$ cat config.mk
export PLATFORM = sky130hd
export DESIGN_NAME = lrd_thread_table
export DESIGN_NICKNAME = d
export VERILOG_FILES = /design/src/rtl/core/lrd_pkg.sv /design/src/rtl/core/lrd_thread_table.sv
export SDC_FILE = /design/constraint.sdc
export NUM_CORES = 1
export LEC_CHECK = 0
export BUFFER_PORTS_ARGS = -buffer_cell sky130_fd_sc_hd__buf_2
export CAP_MARGIN = 20
export CORE_UTILIZATION = 30
export CTS_CLUSTER_DIAMETER = 150
export DETAILED_ROUTE_END_ITERATION = 10
export SYNTH_ARGS = -nofsm -noshare
export SYNTH_HDL_FRONTEND = slang
export SYNTH_SLANG_ARGS = --single-unit
$ cat constraint.sdc
create_clock -name clock -period 3.1 [get_ports clock]
set_input_delay 0.31 -clock clock [delete_from_list [all_inputs] [get_ports clock]]
set_output_delay 0.31 -clock clock [all_outputs]
set_load 0.02 [all_outputs]
$ cat src/rtl/core/lrd_pkg.sv
// Shared types and constants for the lockset race detector.
// No dependencies; used by every module under rtl/core.
package lrd_pkg;

   localparam int OP_W     = 3;
   localparam int THREAD_W = 4;
   localparam int LOCK_W   = 5;
   localparam int VAR_W    = 10;
   localparam int INSTR_W  = 32;

   localparam logic [OP_W-1:0] OP_CREATE  = 3'd0;
   localparam logic [OP_W-1:0] OP_ACQUIRE = 3'd1;
   localparam logic [OP_W-1:0] OP_RELEASE = 3'd2;
   localparam logic [OP_W-1:0] OP_READ    = 3'd3;
   localparam logic [OP_W-1:0] OP_WRITE   = 3'd4;

   localparam logic RACE_WR = 1'b0;
   localparam logic RACE_WW = 1'b1;

   // Lockset update request from the controller to the thread table.
   typedef struct packed {
      logic                create;
      logic                acquire;
      logic                unlock;
      logic [THREAD_W-1:0] thread;
      logic [THREAD_W-1:0] child;
      logic [LOCK_W-1:0]   lock;
   } thr_cmd_type;

endpackage

$ cat src/rtl/core/lrd_thread_table.sv
// Per-thread lockset registers: create copies, acquire sets, release clears.
// Depends on lrd_pkg.
module lrd_thread_table #(
   parameter int NUM_THREADS = 16,
   parameter int NUM_LOCKS   = 32
) (
   input  logic                          clock,
   input  logic                          reset,
   input  lrd_pkg::thr_cmd_type          cmd,
   output logic [NUM_LOCKS-1:0]          held
);
   import lrd_pkg::*;

   localparam int TIW = (NUM_THREADS > 1) ? $clog2(NUM_THREADS) : 1;

   logic [NUM_LOCKS-1:0] locks_ff [NUM_THREADS];
   logic [TIW-1:0]       thr_idx;
   logic [TIW-1:0]       child_idx;
   logic [NUM_LOCKS-1:0] lock_bit;

   assign thr_idx   = TIW'(cmd.thread);
   assign child_idx = TIW'(cmd.child);
   assign lock_bit  = NUM_LOCKS'(1) << cmd.lock;
   assign held      = locks_ff[thr_idx];

   always_ff @(posedge clock) begin
      if (reset) begin
         for (int i = 0; i < NUM_THREADS; i++) begin
            locks_ff[i] <= '0;
         end
      end else if (cmd.create) begin
         locks_ff[child_idx] <= locks_ff[thr_idx];
      end else if (cmd.acquire) begin
         locks_ff[thr_idx] <= locks_ff[thr_idx] | lock_bit;
      end else if (cmd.unlock) begin
         locks_ff[thr_idx] <= locks_ff[thr_idx] & ~lock_bit;
      end
   end

endmodule

==> run metrics, run 1 <==
total instance count after detailed placement=2705; number of input and output port buffers inserted=49; Resize count post-CTS=0; post-DR vias/cell=5.25; Global Route met1 Usage=24.3%; Worst Path Required=2.79 ns; total of warnings raised by yosys=0; Slew Limit Fails=0; setup skew after layout=0.0188 ns; largest net degree at the start of global routing=50; register bit total from synthesis=512; number of hold-repair buffers added at the cts stage=0; maximum level of the CTS H-tree=2; First-pass DRT Iterations=5; FF-to-FF path depth=5; via count of the first global-routing pass=14700; Crit. Startpoint=cmd[10]; unrepaired setup endpoints after global routing=no; final setup vio count=0; CP max stage delay=0.52 ns; busiest grt layer=met2; overall routing resource usage=18.2%; startpoint of the most critical hold path=cmd[0]; type of the worst min-delay path=in -> reg; ratio of final minimum period to clock period=90.8%; clock-pin slew on the worst setup and hold paths=0.06 ns; critical path arrival=2.50 ns; total wire length after detailed routing=72.3 mm; type of element launching the critical path=input port; clock sink total=512; area share of the leading cell type in the synthesized netlist=65.3%; Post-synth top flop=sky130_fd_sc_hd__edfxtp_1; Nets=1739; residual overflow from global routing=0; boundary pin count=50; distinct cell type count of the synthesized netlist=54; Largest register FFs=512; antenna violations before repair=1; launching point of the worst reg2reg path=locks_ff[4][17]; Final Hold Violating Endpoints=0; netlist area before placement=23600 sq um; final total negative setup slack=0 ns; top flop regs=locks_ff x512; dominant cells by area after synthesis=sky130_fd_sc_hd__edfxtp_1, sky130_fd_sc_hd__nor2_1, sky130_fd_sc_hd__mux2i_1; static power due to leakage=0.00959 uW; cell-by-cell trace of the critical path=buf_6 -> buf_4 -> mux2i_1 -> a222oi_1 -> o2bb2ai_1 -> buf_4 -> buf_2; clock period minus worst slack=2.81 ns; register containing the most flip-flops in the final layout=locks_ff; DRC violations left=0; PwrDens=598 nW/um^2; placeable core region=77600 sq um; net count after synthesis=1661; max-cap check violation count=0; area of the die=79700 sq um; met3 Track Usage GR=6.06%; most common cell type on the critical path=sky130_fd_sc_hd__buf_4; TritonCTS clock tree=yes; mean cell area of the mapped netlist=14.3 sq um; wire length of the first global-routing pass=103 mm; Syn Inst Count=1643; worst slew pin tran=0.687 ns; Setup crit end kind=output port; WL/cell=25.8 microns; timing-limited maximum frequency=355 MHz; Peak supply drop=0.346 mV; slew margin rel.=54.2%; via total after detailed routing=14700; count of flip-flops with a built-in enable after synthesis=512; type of the worst setup path=in -> out; maximum count of clock buffers along a single path=3; GRT met2 Usage=27.8%; number of buffers inserted during clock tree synthesis=54; HPWL after DPL=41.8 mm; proportion of synthesized flip-flops having asynchronous set or reset=0%; Critical Path Fanout Max=49; slowest library cell on the worst path=sky130_fd_sc_hd__a222oi_1; final std cells w/o fill=2805; Initial DRC Count=1752; Worst Hold Path Cells=4; share of layout cells above drive strength 1=22.8%; portion of the post-synthesis area used by sequential elements=65.3%; root cell of the clock tree=sky130_fd_sc_hd__clkbuf_16; starting density of the core=30.4%; Die Span Y=282 microns; ANT cells=0; GPL Wtd Cong=0.833; cell type with the highest aggregate area in the netlist=sky130_fd_sc_hd__edfxtp_1; die width=282 microns; num rows=102; # Post-CTS Setup Buffers=0; Skew-Pair Late Insertion Delay=0.61 ns; result of the run=completed; Syn-to-layout area delta=15.4%; final antenna-violating net count=0
[kinds of logic (layout without fill, tap and decap cells)]
family	count (synthesis)	after routing	synth area share (%)
compound gates	112	112	4.56
buf+inv	144	266	3.81
flops	512	512	65.3
mux	252	252	15.3
simple gates	623	623	11.1
[routing by layer]
metal  share of wire (%)  wire length [microns]
met5              0.0097                      7
met4                 2.7                   1940
met3                  12                   8480
met2                  44                  32100
met1                  41                  29800
[worst paths after layout]
kind	endpoint	slack (ns)
setup / recovery	held[22]	0.29
hold / removal	locks_ff[9][8]	0.40
setup reg to reg	locks_ff[12][17]	0.78
hold reg to reg	locks_ff[4][21]	1.08
[worst max-delay path: cells and delay by family]
kind / cells / cell delay, ns
mux: 1 / 0.12
compound gates: 2 / 0.79
buf+inv: 4 / 1.20
[area by class of cell]
class	instances	area, sq um
Clock buffer	64	1450
Timing Repair Buffer	166	1390
Sequential cell	512	15400
Clock inverter	36	272
Multi-Input combinational cell	987	7400
Tap cell	1040	1300
Fill cell	7484	50400
[stage by stage]
| stage | utilization [%] | area (sq um) | setup slack (ns) | total power [uW] | hold WS, ns |
|---|---|---|---|---|---|
| 3_3_place_gp | 32.8 | 25500 | 0.245 | 9970 | 0.997 |
| 3_5_place_dp | 32.8 | 25500 | 0.156 | 10000 | 1.01 |
| 5_1_grt | 35.0 | 27200 | 0.252 | 16700 | 0.437 |
| 4_1_cts | 35.0 | 27200 | 0.327 | 16300 | 0.382 |
| 6_report | 35.0 | 27200 | 0.286 | 16300 | 0.403 |
| 2_1_floorplan | - | 23600 | 0.268 | 9310 | 0.724 |
[placed cells by master, fill, tap and decap left out, types with 3 or more instances in the layout]
| cell type | Yosys | routed |
|---|---|---|
| sky130_fd_sc_hd__buf_2 | 40 | 47 |
| sky130_fd_sc_hd__clkbuf_16 | 0 | 57 |
| sky130_fd_sc_hd__o2bb2ai_1 | 29 | 29 |
| sky130_fd_sc_hd__mux4_2 | 62 | 62 |
| sky130_fd_sc_hd__nor3_2 | 3 | 3 |
| sky130_fd_sc_hd__clkinv_2 | 0 | 15 |
| sky130_fd_sc_hd__or4_4 | 3 | 3 |
| sky130_fd_sc_hd__mux2i_1 | 162 | 162 |
| sky130_fd_sc_hd__buf_4 | 26 | 97 |
| sky130_fd_sc_hd__nor2_2 | 7 | 8 |
| sky130_fd_sc_hd__buf_12 | 1 | 20 |
| sky130_fd_sc_hd__a21oi_4 | 4 | 4 |
| sky130_fd_sc_hd__nand2b_1 | 22 | 6 |
| sky130_fd_sc_hd__clkinv_1 | 0 | 14 |
| sky130_fd_sc_hd__edfxtp_1 | 512 | 512 |
| sky130_fd_sc_hd__nand2_1 | 9 | 9 |
| sky130_fd_sc_hd__nor2_1 | 532 | 531 |
| sky130_fd_sc_hd__nor2b_1 | 8 | 6 |
| sky130_fd_sc_hd__o2bb2ai_2 | 3 | 3 |
| sky130_fd_sc_hd__bufinv_16 | 0 | 4 |
| sky130_fd_sc_hd__mux2i_2 | 4 | 4 |
| sky130_fd_sc_hd__nand3_2 | 0 | 12 |
| sky130_fd_sc_hd__nand2b_2 | 1 | 17 |
| sky130_fd_sc_hd__or3_2 | 0 | 4 |
| sky130_fd_sc_hd__clkbuf_1 | 48 | 7 |
| sky130_fd_sc_hd__a21boi_0 | 32 | 32 |
| sky130_fd_sc_hd__mux2i_4 | 20 | 20 |
| sky130_fd_sc_hd__a222oi_1 | 32 | 32 |
[where the power goes]
| part | switching (uW) | internal (uW) |
|---|---|---|
| clock | 2730 | 3660 |
| combinational | 1250 | 612 |
| sequential | 78.5 | 7940 |
| total | 4060 | 12200 |
[Yosys cell counts (20+ instances only)]
| library cell | number |
|---|---|
| sky130_fd_sc_hd__a222oi_1 | 32 |
| sky130_fd_sc_hd__clkbuf_1 | 48 |
| sky130_fd_sc_hd__nor2_1 | 532 |
| sky130_fd_sc_hd__mux4_2 | 62 |
| sky130_fd_sc_hd__edfxtp_1 | 512 |
| sky130_fd_sc_hd__buf_6 | 25 |
| sky130_fd_sc_hd__a21boi_0 | 32 |
| sky130_fd_sc_hd__buf_4 | 26 |
| sky130_fd_sc_hd__mux2i_4 | 20 |
| sky130_fd_sc_hd__buf_2 | 40 |
| sky130_fd_sc_hd__mux2i_1 | 162 |
| sky130_fd_sc_hd__o2bb2ai_1 | 29 |
| sky130_fd_sc_hd__nand2b_1 | 22 |
(Power assumes the default switching activity.)
==> run 2: changes to the inputs <==
Settings changed: CORE_ASPECT_RATIO set to 0.7.
==> run 2 against run 1 <==
Worst setup slack worse by 0.0032 ns. Critical path type unchanged. Sequential power about the same. Cell count unchanged. Sequential share of layout area up 0.28 points. Fmax down 0.11%. Combinational power about the same. Global-route usage down 0.30 points. First-iteration DRC count up 18%. Critical path depth down 1. Critical endpoint is now held[27]. Hold slack better by 0.096 ns.
==> run metrics, run 2 (synthesized netlist as in run 1, its figures left out) <==
result of the run=completed; ANT cells=0 (unchanged); worst hold margin=0.499 ns (+0.0964 ns); root cell of the clock tree=sky130_fd_sc_hd__clkbuf_16; timing-limited maximum frequency=355 MHz (-0.11%); Peak supply drop=0.399 mV (+15%); Initial DRC Count=2066 (+18%); worst slew pin tran=0.909 ns (+0.222 ns); proportion of power drawn by the clock network=36.8% (-2.5 points); post-route setup slack=0.282 ns (-0.00323 ns); Worst Path Required=2.79 ns (about the same); internal power component=11700 uW (-4.0%); slew margin rel.=39.4% (-15 points); Final Hold Violating Endpoints=0 (unchanged); post-placement cell area=25600 sq um (+0.37%); via count of the first global-routing pass=14300 (-2.8%); final antenna-violating net count=0 (unchanged); detailed-routing wirelength on met1=31.8 mm (+6.7%); number of input and output port buffers inserted=49 (unchanged); GPL Wtd Cong=0.849 (+1.9%); top flop regs=locks_ff x512; maximum level of the CTS H-tree=2 (unchanged); HPWL after DPL=43.7 mm (+4.6%); ratio of final minimum period to clock period=90.9% (+0.10 points); wire length of the first global-routing pass=102 mm (-1.1%); Setup crit end kind=output port; Syn-to-layout area delta=14.9%; Met2 Wirelength=30.4 mm (-5.3%); type of the worst min-delay path=in -> reg; Gate power share=11.9% (+0.5 points); clock period minus worst slack=2.82 ns (+0.00323 ns); num rows=85 (-17%); total wire length after detailed routing=71.9 mm (-0.51%); type of the worst setup path=in -> out; Nets=1741 (+0.12%); placeable core region=77300 sq um (-0.36%); setup skew after layout=0.0286 ns (+0.00979 ns); largest net degree at the start of global routing=46 (-8.0%); type of element launching the critical path=input port; unrepaired setup endpoints after global routing=no; clock-pin slew on the worst setup and hold paths=0.06 ns (about the same); commonest non-fill, non-tap cells in the layout=sky130_fd_sc_hd__nor2_1, sky130_fd_sc_hd__edfxtp_1, sky130_fd_sc_hd__mux2i_1, sky130_fd_sc_hd__buf_4, sky130_fd_sc_hd__mux4_2; power share of the sequential group=51.2% (+1.9 points); number of buffers inserted during clock tree synthesis=49 (-9.3%); static power due to leakage=0.00952 uW (-0.73%); overall routing resource usage=17.9% (-0.30 points); First-pass DRT Iterations=6 (+1); highest routed layer=met5; Skew-Pair Late Insertion Delay=0.60 ns (about the same); residual overflow from global routing=0 (unchanged); amount of wire on met3 after detailed routing=8.13 mm (-4.0%); register containing the most flip-flops in the final layout=locks_ff; Largest register FFs=512 (unchanged); starting density of the core=30.5% (+0.11 points); die width=337 microns (+19%); Slew Limit Fails=0 (unchanged); post-DR vias/cell=5.26 (+0.27%); final total negative setup slack=0 ns (unchanged); max-cap check violation count=0 (unchanged); total instance count after detailed placement=2716 (+0.41%); leading cell type in the layout, fill and taps excluded=sky130_fd_sc_hd__nor2_1; via total after detailed routing=14800 (+0.27%); Die Span Y=236 microns (-16%); Placement Setup Slack=0.142 ns (-0.0137 ns); switching power of the nets=3920 uW (-3.4%); share of layout cells above drive strength 1=22.4% (-0.40 points); # Post-CTS Setup Buffers=0 (unchanged); PwrDens=578 nW/um^2 (-3.4%); WL/cell=25.6 microns (-0.51%); Final Instance Area=27100 sq um (-0.49%); TritonCTS clock tree=yes; number of hold-repair buffers added at the cts stage=0 (unchanged); maximum count of clock buffers along a single path=3 (unchanged); antenna violations before repair=5 (+4); final setup vio count=0 (unchanged); Resize count post-CTS=0 (unchanged); clock sink total=512 (unchanged); final std cells w/o fill=2805 (unchanged); critical path arrival=2.51 ns (about the same); switching share of power=25.1% (+0.12 points); DRC violations left=0 (unchanged); Critical Path Fanout Max=45 (-8.2%); area of the die=79700 sq um (about the same); filler instances=7454 (-0.40%); boundary pin count=50 (unchanged)
-- run 2: changes by cell type in the layout (fill, tap and decap cells not counted), sizes merged --
| cell | previous run | this run |
|---|---|---|
| clkinvlp | 2 | 0 |
| buf | 165 | 172 |
| bufinv | 4 | 3 |
| clkinv | 29 | 21 |
-- run 2: final cells by class --
cell class | count | area, sq um | area share, %
multi-input combinational | 987 | 7400 | 27.4
clock inverter | 25 | 214 | 0.791
timing repair buffer | 173 | 1480 | 5.47
clock buffer | 64 | 1280 | 4.74
sequential | 512 | 15400 | 56.8
tap | 1044 | 1310 | 4.83
-- run 2: power by group through the flow --
stage	Combinational [uW]	Clock [uW]	Sequential, uW
2_1_floorplan	1170	0	8140
6_report	1870	5760	8020
4_1_cts	1860	5840	8020
3_3_place_gp	1830	0	8150
3_5_place_dp	1860	0	8170
5_1_grt	1960	6070	8040
-- run 2: path summary, 6_finish.rpt --
kind / startpoint / slack (ns) / depth (start not counted) / end
worst max-delay path: cmd[10] / 0.28 / 6 / held[27]
worst min-delay path: cmd[0] / 0.50 / 4 / locks_ff[7][8]
worst max register to register: locks_ff[7][27] / 0.67 / 6 / locks_ff[1][27]
worst min register to register: locks_ff[13][3] / 1.13 / 5 / locks_ff[3][3]
-- run 2: critical path: stages --
cell                        delay (ns)
sky130_fd_sc_hd__buf_6            0.44
sky130_fd_sc_hd__buf_12           0.31
sky130_fd_sc_hd__mux4_2           0.23
sky130_fd_sc_hd__mux2i_1          0.12
sky130_fd_sc_hd__o2bb2ai_1        0.76
sky130_fd_sc_hd__buf_2            0.31
-- run 2: per-stage QoR --
stage,total power (uW),utilization (%)
after global placement,9970,33.1
final,15600,35.0
after detailed placement,10000,33.1
after CTS,15700,35.0
after floorplan,9310,-
after global routing,16100,35.0
-- run 2: routing by layer --
layer	track usage (%)	vias up
li1	-	6241
met1	27.0	7604
met2	25.4	797
met3	4.36	108
met4	4.19	4
met5	0	-
==> run 3: changes to the inputs <==
Clock period 3.1 ns to 2.37 ns, I/O delays scaled along.
==> run 3 against run 2 <==
Clock-buffer cell count decreased by 3. Hold slack worse by 0.094 ns. Design area is 6.9% higher. Global-route usage up 0.58 points. Sequential power increased by 31%. Via count up 2.9%. Register-to-register slack worse by 0.48 ns. Critical path depth down 1. Die area unchanged. Combinational power up 67%. Flip-flop and latch count unchanged. Sequential share of layout area down 3.7 points. Largest cell class unchanged.
==> run metrics, run 3 (synthesized netlist as in run 1, its figures left out) <==
CP max stage delay=0.49 ns (-0.27 ns); unrepaired setup endpoints after global routing=yes; TritonCTS clock tree=yes; via count of the first global-routing pass=14900 (+4.0%); wire length of the first global-routing pass=105 mm (+3.2%); critical path capture point=held[23]; total wire length after detailed routing=73.7 mm (+2.5%); timing-limited maximum frequency=428 MHz; number of input and output port buffers inserted=49 (unchanged); GPL Wtd Cong=0.850 (about the same); critical path arrival=2.10 ns (-0.41 ns); placeable core region=77300 sq um (unchanged); post-DR vias/cell=5.22 (-0.71%); register containing the most flip-flops in the final layout=locks_ff; crit path buf inv count=2 (-1); overall routing resource usage=18.4% (+0.58 points); Largest register FFs=512 (unchanged); Syn-to-layout area delta=22.8%; static power due to leakage=0.0103 uW (+8.3%); multi-input gate area in the final layout=7940 sq um (+7.3%); via total after detailed routing=15200 (+2.9%); Worst Path Required=2.13 ns (-0.66 ns); First-pass DRT Iterations=5 (-1); Nets=1842 (+5.8%); share of layout cells above drive strength 1=29.6% (+7.2 points); cell-by-cell trace of the critical path=mux4_2 -> mux2i_2 -> o2bb2ai_2 -> buf_4 -> buf_2; clock period minus worst slack=2.33 ns; Final Hold Violating Endpoints=0 (unchanged); clock-pin slew on the worst setup and hold paths=0.06 ns (about the same); worst reg-to-reg setup slack=0.19 ns (-0.48 ns); PwrDens=733 nW/um^2 (+27%); slew margin rel.=46.8% (+7.4 points); FF-to-FF path depth=7 (+1); starting density of the core=30.5% (unchanged); Peak supply drop=0.611 mV (+53%); Die Span Y=236 microns (unchanged); filler instances=7268 (-2.5%); launching point of the worst reg2reg path=locks_ff[7][27]; leading cell type in the layout, fill and taps excluded=sky130_fd_sc_hd__nor2_1; Slew Limit Fails=0 (unchanged); num rows=85 (unchanged); Setup crit end kind=output port; Initial DRC Count=1909 (-7.6%); number of buffers inserted during clock tree synthesis=49 (unchanged); boundary pin count=50 (unchanged); top flop regs=locks_ff x512; commonest non-fill, non-tap cells in the layout=sky130_fd_sc_hd__nor2_1, sky130_fd_sc_hd__edfxtp_1, sky130_fd_sc_hd__buf_4, sky130_fd_sc_hd__mux2i_1, sky130_fd_sc_hd__buf_12; largest net degree at the start of global routing=37 (-20%); slowest library cell on the worst path=sky130_fd_sc_hd__mux4_2; Crit. Startpoint=locks_ff[2][23]; area of the die=79700 sq um (unchanged); Largest delay share family, worst path=multiplexers; final antenna-violating net count=0 (unchanged); type of the worst min-delay path=in -> reg; WL/cell=25.4 microns (-1.1%); ratio of final minimum period to clock period=98.5%; die width=337 microns (unchanged); clock sink total=512 (unchanged); residual overflow from global routing=0 (unchanged); number of hold-repair buffers added at the cts stage=0 (unchanged); maximum count of clock buffers along a single path=3 (unchanged); number of cells on the critical path=5 (-1); maximum level of the CTS H-tree=2 (unchanged); root cell of the clock tree=sky130_fd_sc_hd__clkbuf_16; type of element launching the critical path=flop; DRC violations left=0 (unchanged); total area of sequential cells=15400 sq um (unchanged); utilization after layout=37.4% (+2.4 points); max-cap check violation count=0 (unchanged); result of the run=completed; final setup vio count=0 (unchanged); antenna violations before repair=4 (-1); setup skew after layout=0.0167 ns (-0.0119 ns); Skew-Pair Late Insertion Delay=0.60 ns (about the same); Worst R2R End=locks_ff[6][27]; Critical Path Fanout Max=2 (-96%); worst slew pin tran=0.796 ns (-0.112 ns); type of the worst setup path=reg -> out; worst hold margin=0.405 ns (-0.0943 ns); HPWL after DPL=46.4 mm (+6.1%)
run 3: how the worst min path moves through the flow:
| stage | startpoint | endpoint | slack [ns] | cells past startpoint |
|---|---|---|---|---|
| final | cmd[0] | locks_ff[8][24] | 0.40 | 5 |
| after CTS | cmd[2] | locks_ff[8][24] | 0.38 | 5 |
| after detailed placement | cmd[2] | locks_ff[8][24] | 0.99 | 5 |
| after global placement | cmd[2] | locks_ff[14][24] | 0.97 | 5 |
| after global routing | cmd[0] | locks_ff[5][24] | 0.41 | 5 |
| after floorplan | cmd[1] | locks_ff[0][4] | 0.65 | 3 |
run 3: layout make-up:
cell class	instances	share of cell area, %
Timing Repair Buffer	274	9.69
Clock buffer	61	4.54
Antenna cell	1	0.00865
Multi-Input combinational cell	987	27.4
Sequential cell	512	53.1
Clock inverter	27	0.662
Tap cell	1044	4.51
run 3: worst min-delay path, stage by stage:
cell	delay [ns]
sky130_fd_sc_hd__buf_2	0.14
sky130_fd_sc_hd__or3_1	0.18
sky130_fd_sc_hd__mux2i_4	0.09
sky130_fd_sc_hd__buf_12	0.15
sky130_fd_sc_hd__nor2_1	0.08
run 3: timing repair:
item                                    in CTS  in global routing
setup buffers                                8                  5
endpoints found under the setup margin      24                 25
gates resized for setup                     62                 32
endpoints found under the hold margin        0                  0
pin swaps                                   13                 15
run 3: routing by layer:
layer	routed length [microns]	GRT usage, %	up-vias
met5	35	0	-
met2	30700	25.7	852
li1	-	-	6440
met4	902	3.00	6
met1	32900	28.5	7801
met3	9160	5.11	78
run 3: stage by stage:
step                      TNS [ns]  power [uW]  area (sq um)  setup WS [ns]  cells
after floorplan                  0       12200         23600          0.121   1643
after global placement      -11.95       13500         26800         -0.218   2814
after detailed placement    -21.29       13600         26800         -0.189   2814
after CTS                   -0.103       21200         28700        -0.0430   2905
after global routing        -0.178       21800         28900        -0.0444   2905
final                            0       21200         28900         0.0351   2906
run 3: where the power goes:
part / leakage [uW] / total [uW] / internal (uW) / switching (uW)
registers: 0.00530 / 10500 / 10400 / 104
logic: 0.00428 / 3120 / 1300 / 1820
clock network: 0.000738 / 7620 / 4150 / 3470
total: 0.0103 / 21200 / 15800 / 5390
